$ cat config.mk
export PLATFORM = sky130hd
export DESIGN_NAME = spt_ram
export DESIGN_NICKNAME = d
export VERILOG_FILES = /design/src/spt_ram.sv
export SDC_FILE = /design/constraint.sdc
export NUM_CORES = 2
export LEC_CHECK = 0
export BUFFER_PORTS_ARGS = -buffer_cell sky130_fd_sc_hd__buf_4
export CAP_MARGIN = 20
export CORE_ASPECT_RATIO = 1.75
export CORE_MARGIN = 2
export CORE_UTILIZATION = 55
export CTS_CLUSTER_DIAMETER = 50
export DETAILED_ROUTE_END_ITERATION = 10
export GPL_TIMING_DRIVEN = 0
export MAX_ROUTING_LAYER = met4
export PLACE_DENSITY = 0.71
export SYNTH_ARGS = -nofsm -noshare
export SYNTH_HDL_FRONTEND = slang
export SYNTH_SLANG_ARGS = --single-unit
$ cat constraint.sdc
create_clock -name clk -period 2.1 [get_ports clk]
set_input_delay 0.315 -clock clk [delete_from_list [all_inputs] [get_ports clk]]
set_output_delay 0.315 -clock clk [all_outputs]
set_load 0.005 [all_outputs]
$ cat src/spt_ram.sv
// Generic single write port, single read port RAM with registered read data.
module spt_ram #(
    parameter int WIDTH = 8,
    parameter int DEPTH = 256
) (
    input  logic                     clk,
    input  logic                     we,
    input  logic [$clog2(DEPTH)-1:0] waddr,
    input  logic [WIDTH-1:0]         wdata,
    input  logic [$clog2(DEPTH)-1:0] raddr,
    output logic [WIDTH-1:0]         rdata
);

    logic [WIDTH-1:0] mem [DEPTH];

    always_ff @(posedge clk)
    begin
        if (we)
        begin
            mem[waddr] <= wdata;
        end
        rdata <= mem[raddr];
    end

endmodule

## Word level (Yosys, flattened, before mapping)

Memories as Yosys holds them, arrays and structs flattened. A register that Yosys moved wholly into a read port is not among the register bits.
Cells that the tools add are included.

- Register bits after elaboration: 0
- Bits in writable memories: 2,048
- Input port bits: 26
- Memories kept: 1

Memories:

| name | depth | bits a word | read ports | clocked after memory_dff | write ports | line | RTL |
|---|---|---|---|---|---|---|---|
| mem | 256 | 8 | 1 | 1 | 1 | 14 | `logic [WIDTH-1:0] mem [DEPTH];` |

- Muxes and demuxes: 2

Operator list:

| operator | number |
|---|---|
| 2-to-1 mux 1 bit | 2 |

## Logic depth before layout (Yosys ltp)

- Depth after elaboration: 2
- Gate-level depth with buffers: 11
- Gate-level depth less buffers: 6

## Least setup slack after synthesis

OpenSTA, ideal clock, no wires.

- Kind: input port to flip-flop
- Start point: in raddr[0]
- End point: reg rdata[2] (read register of mem)
- Setup time: 0.131 ns
- Arrival time: 2.122 ns
- Required time: 1.969 ns
- Slack: -0.153 ns
- Cell stages on the path: 9
- Buffers on the path: 4
- Cell sequence: buf_6 buf_12 buf_8 buf_2 mux4_2 a22oi_1 a21oi_1 nor4_1 nor4_2

RTL lines:

| what | line | RTL |
|---|---|---|
| from (decl) | 10 | `input logic [$clog2(DEPTH)-1:0] raddr,` |
| to (decl) | 11 | `output logic [WIDTH-1:0] rdata` |

==> impl_metrics.sql <==
INSERT INTO impl_metrics (metric_group, metric, value, unit) VALUES
('run_status', 'run_status', 'complete, but fails checks', ''),
('run_status', 'violations_in_the_final_reports', 'negative hold slack, negative setup slack', ''),
('finish', 'finalCoreUtilization', '0.6354', ''),
('finish', 'final_nets', '4008', ''),
('floorplanning', 'die-area', '147800', 'um2'),
('drt', 'final_wirelength', '242000', 'um'),
('synth', 'synth_simple_gate_area_share', '0.02628', ''),
('drt', 'detail_route.iter0.violations', '5717', ''),
('power', 'netSwitchingPower', '0.01850', 'W'),
('run', 'max_cap_viol_count', '0', ''),
('clocking', 'clock_insertion_delay_worst_skew', '0.82', 'ns'),
('synth', 'synth_area_leader_cell', 'edfxtp_1', ''),
('timing', 'finalHoldViolCount', '2', ''),
('finish', 'mostFrequentLayoutCell', 'edfxtp_1', ''),
('power', 'finalPower', '0.08235', 'W'),
('timing', 'fin_ws', '-0.3452', 'ns'),
('synth', 'syn_nets', '3759', ''),
('power', 'ir_worst_vdd', '0.0008108', 'V'),
('timing', 'number_of_pins_with_negative_max_slew_slack_in_the_final_report', '0', ''),
('placed_design', 'finalWeightedCongestion', '1.006', ''),
('setup_path', 'critPathRequiredTime', '2.78', 'ns'),
('drt', 'detail_route.first_pass.iterations', '6', ''),
('timing', 'setup_viol', '116', ''),
('synth', 'synth_cell_type_count', '55', ''),
('clocking', 'cts_made_buffers', '174', ''),
('setup_path', 'r2r_slack', '-0.30', 'ns'),
('drt', 'detail_route.vias_per_cell', '6.903', ''),
('setup_path', 'cp-startpoint', 'raddr[1]', ''),
('placed_design', 'placement.io_buffers', '26', ''),
('clocking', 'cts-root-to-sink-buffers', '3', ''),
('floorplanning', 'dieHeight', '507.1', 'um'),
('power', 'clock_power_share', '0.383', ''),
('drt', 'detailroute.via_count', '41370', ''),
('synth', 'synth_ff_type', 'edfxtp_1', ''),
('setup_path', 'critical_path.reg2reg.startpoint', 'mem[27][3]$_DFFE_PP_', ''),
('synth', 'syn_inst', '3733', ''),
('global_routing', 'grt_usage', '0.3410', ''),
('power', 'pwr-share-comb', '0.067', ''),
('timing', 'holdWs', '-0.007651', 'ns'),
('synth', 'post_synth_instance_area', '79560', 'um2'),
('timing', 'setup_repair_after_global_routing_missed_its_margin', 'true', ''),
('hold_path', 'class_of_the_most_critical_hold_timing_path', 'primary input to register', ''),
('global_routing', 'overflow', '0', ''),
('synth', 'postSynthRegisterBits', '2056', ''),
('synth', 'yosys.area_share.adder', '0', ''),
('timing', 'finalSetupTns', '-6.508', 'ns'),
('floorplanning', 'number_of_i_o_pins', '34', ''),
('synth', 'synthesis.area_per_instance', '21.31', 'um2'),
('setup_path', 'worstSetupEndpointType', 'register', ''),
('finish', 'mostFrequentLayoutCells', 'edfxtp_1 (2048), mux4_2 (454), clkbuf_16 (176)', ''),
('clocking', 'cts_htree_levels', '4', ''),
('drt', 'drtAntennaViolNets', '0', ''),
('setup_path', 'worstPathMaxFanout', '10', ''),
('power', 'intPower', '0.06385', 'W'),
('synth', 'synthXorXnorAreaFrac', '0', ''),
('setup_path', 'crit_path_class', 'primary input to register', ''),
('global_routing', 'globalRoute.busiestLayer', 'met2', ''),
('clocking', 'cts_sink_count', '2056', ''),
('setup_path', 'crit_arrival', '3.12', 'ns'),
('global_routing', 'number_of_global_route_vias_before_repair', '41250', ''),
('global_routing', 'grt_max_degree', '153', ''),
('setup_path', 'setup.worst_path.start_class', 'primary input', ''),
('power', 'cellPowerDensity', '902.1', 'nW/um2'),
('clocking', 'cts_tree', 'built', ''),
('setup_path', 'r2r-end', 'rdata[3]$_DFF_P_', ''),
('placed_design', 'preCtsSetupSlack', '-2.750', 'ns'),
('synth', 'yosysWarnings', '0', ''),
('global_routing', 'met2_usage_in_global_routing', '0.5438', ''),
('timing', 'max-slew-margin-rel', '0.1744', ''),
('synth', 'post-synth-top-area-fraction', '0.7730', ''),
('floorplanning', 'core-area', '143700', 'um2');
-- power groups by stage --
stage               combinational, W  clock [W]  sequential, W
finish                       0.00553     0.0316         0.0452
detailed placement           0.00486          0         0.0461
CTS                          0.00528     0.0316         0.0452
global route                 0.00557     0.0331         0.0452
global placement             0.00465          0         0.0462
floorplan                    0.00227          0         0.0461
-- what timing repair did --
action | 4_1_cts | 5_1_grt
buffers inserted | 9 | 5
setup endpoints to repair | 1392 | 1440
gates resized for setup | 543 | 177
hold buffers | 1 | 0
endpoints found under the hold margin | 48 | 0
pin swaps | 29 | 19
-- critical path, stage by stage --
cell	delay, ns
buf_2	0.16
buf_4	0.24
buf_6	0.34
clkbuf_8	0.38
mux4_2	0.39
a221oi_4	0.45
o221ai_2	0.23
a211oi_4	0.43
nor4_4	0.14
-- cells in the mapped netlist (6+ instances only) --
| cell type | instances |
|---|---|
| buf_6 | 21 |
| nand4_1 | 10 |
| o22ai_1 | 28 |
| and2_1 | 6 |
| buf_12 | 8 |
| buf_4 | 27 |
| nor2_1 | 282 |
| mux4_2 | 454 |
| buf_1 | 22 |
| clkbuf_1 | 111 |
| edfxtp_1 | 2048 |
| o211ai_1 | 10 |
| nor4_1 | 24 |
| o221ai_1 | 46 |
| a21oi_1 | 96 |
| a22oi_1 | 133 |
| a211oi_1 | 16 |
| o21ai_0 | 10 |
| a221oi_1 | 13 |
| mux2i_1 | 134 |
| a22o_1 | 8 |
| nor2b_1 | 31 |
| nand2b_1 | 8 |
| nand2_1 | 33 |
| nor3_1 | 22 |
| dfxtp_1 | 8 |
| nand3_1 | 34 |
| buf_2 | 31 |
| buf_8 | 13 |
-- worst min path at each step --
stage	start	endpoint	slack, ns	depth (start not counted)
after floorplan	wdata[0]	mem[0][0]$_DFFE_PP_	0.41	0
after global placement	rdata[6]$_DFF_P_	rdata[6]	0.70	1
after detailed placement	rdata[1]$_DFF_P_	rdata[1]	0.70	1
after CTS	wdata[5]	mem[111][5]$_DFFE_PP_	0.02	1
after global routing	wdata[6]	mem[111][6]$_DFFE_PP_	0.03	1
final	wdata[2]	mem[124][2]$_DFFE_PP_	-0.008	1
-- through the flow --
step	instances	instance area, um2
after floorplan	3733	79870
after global placement	5619	82390
after detailed placement	5650	83040
after CTS	5976	90650
after global routing	5991	91280
final	5993	91280
-- cell type report --
class | count | area, um2 | area share
multi-input cells | 1442 | 18590 | 0.2036
inverters | 2 | 11.26 | 0.0001234
clock inverters | 102 | 865.8 | 0.009485
repair buffers | 74 | 945.9 | 0.01036
flip-flops and latches | 2056 | 61660 | 0.6755
clock buffers | 215 | 4571 | 0.05007
well taps | 1860 | 2327 | 0.02549
plain buffers | 232 | 2288 | 0.02507
diodes | 10 | 25.02 | 0.0002741
-- flip-flops by register name, summed over array words and instances, names as in the netlist --
name   cells
rdata      8
mem     2048
-- layer usage --
metal,vias up,part of all wire
met2,2831,0.49
met4,0,0.098
met3,789,0.099
li1,16210,-
met1,21530,0.31
met5,-,0
-- logic make-up after synthesis --
kind of cell	after synthesis
muxes	591
AOI/OAI and AO/OA	385
DFF	2056
buffers and inverters	235
and+or+nand+nor	466
Note: power is estimated with default switching activity, not from simulation.
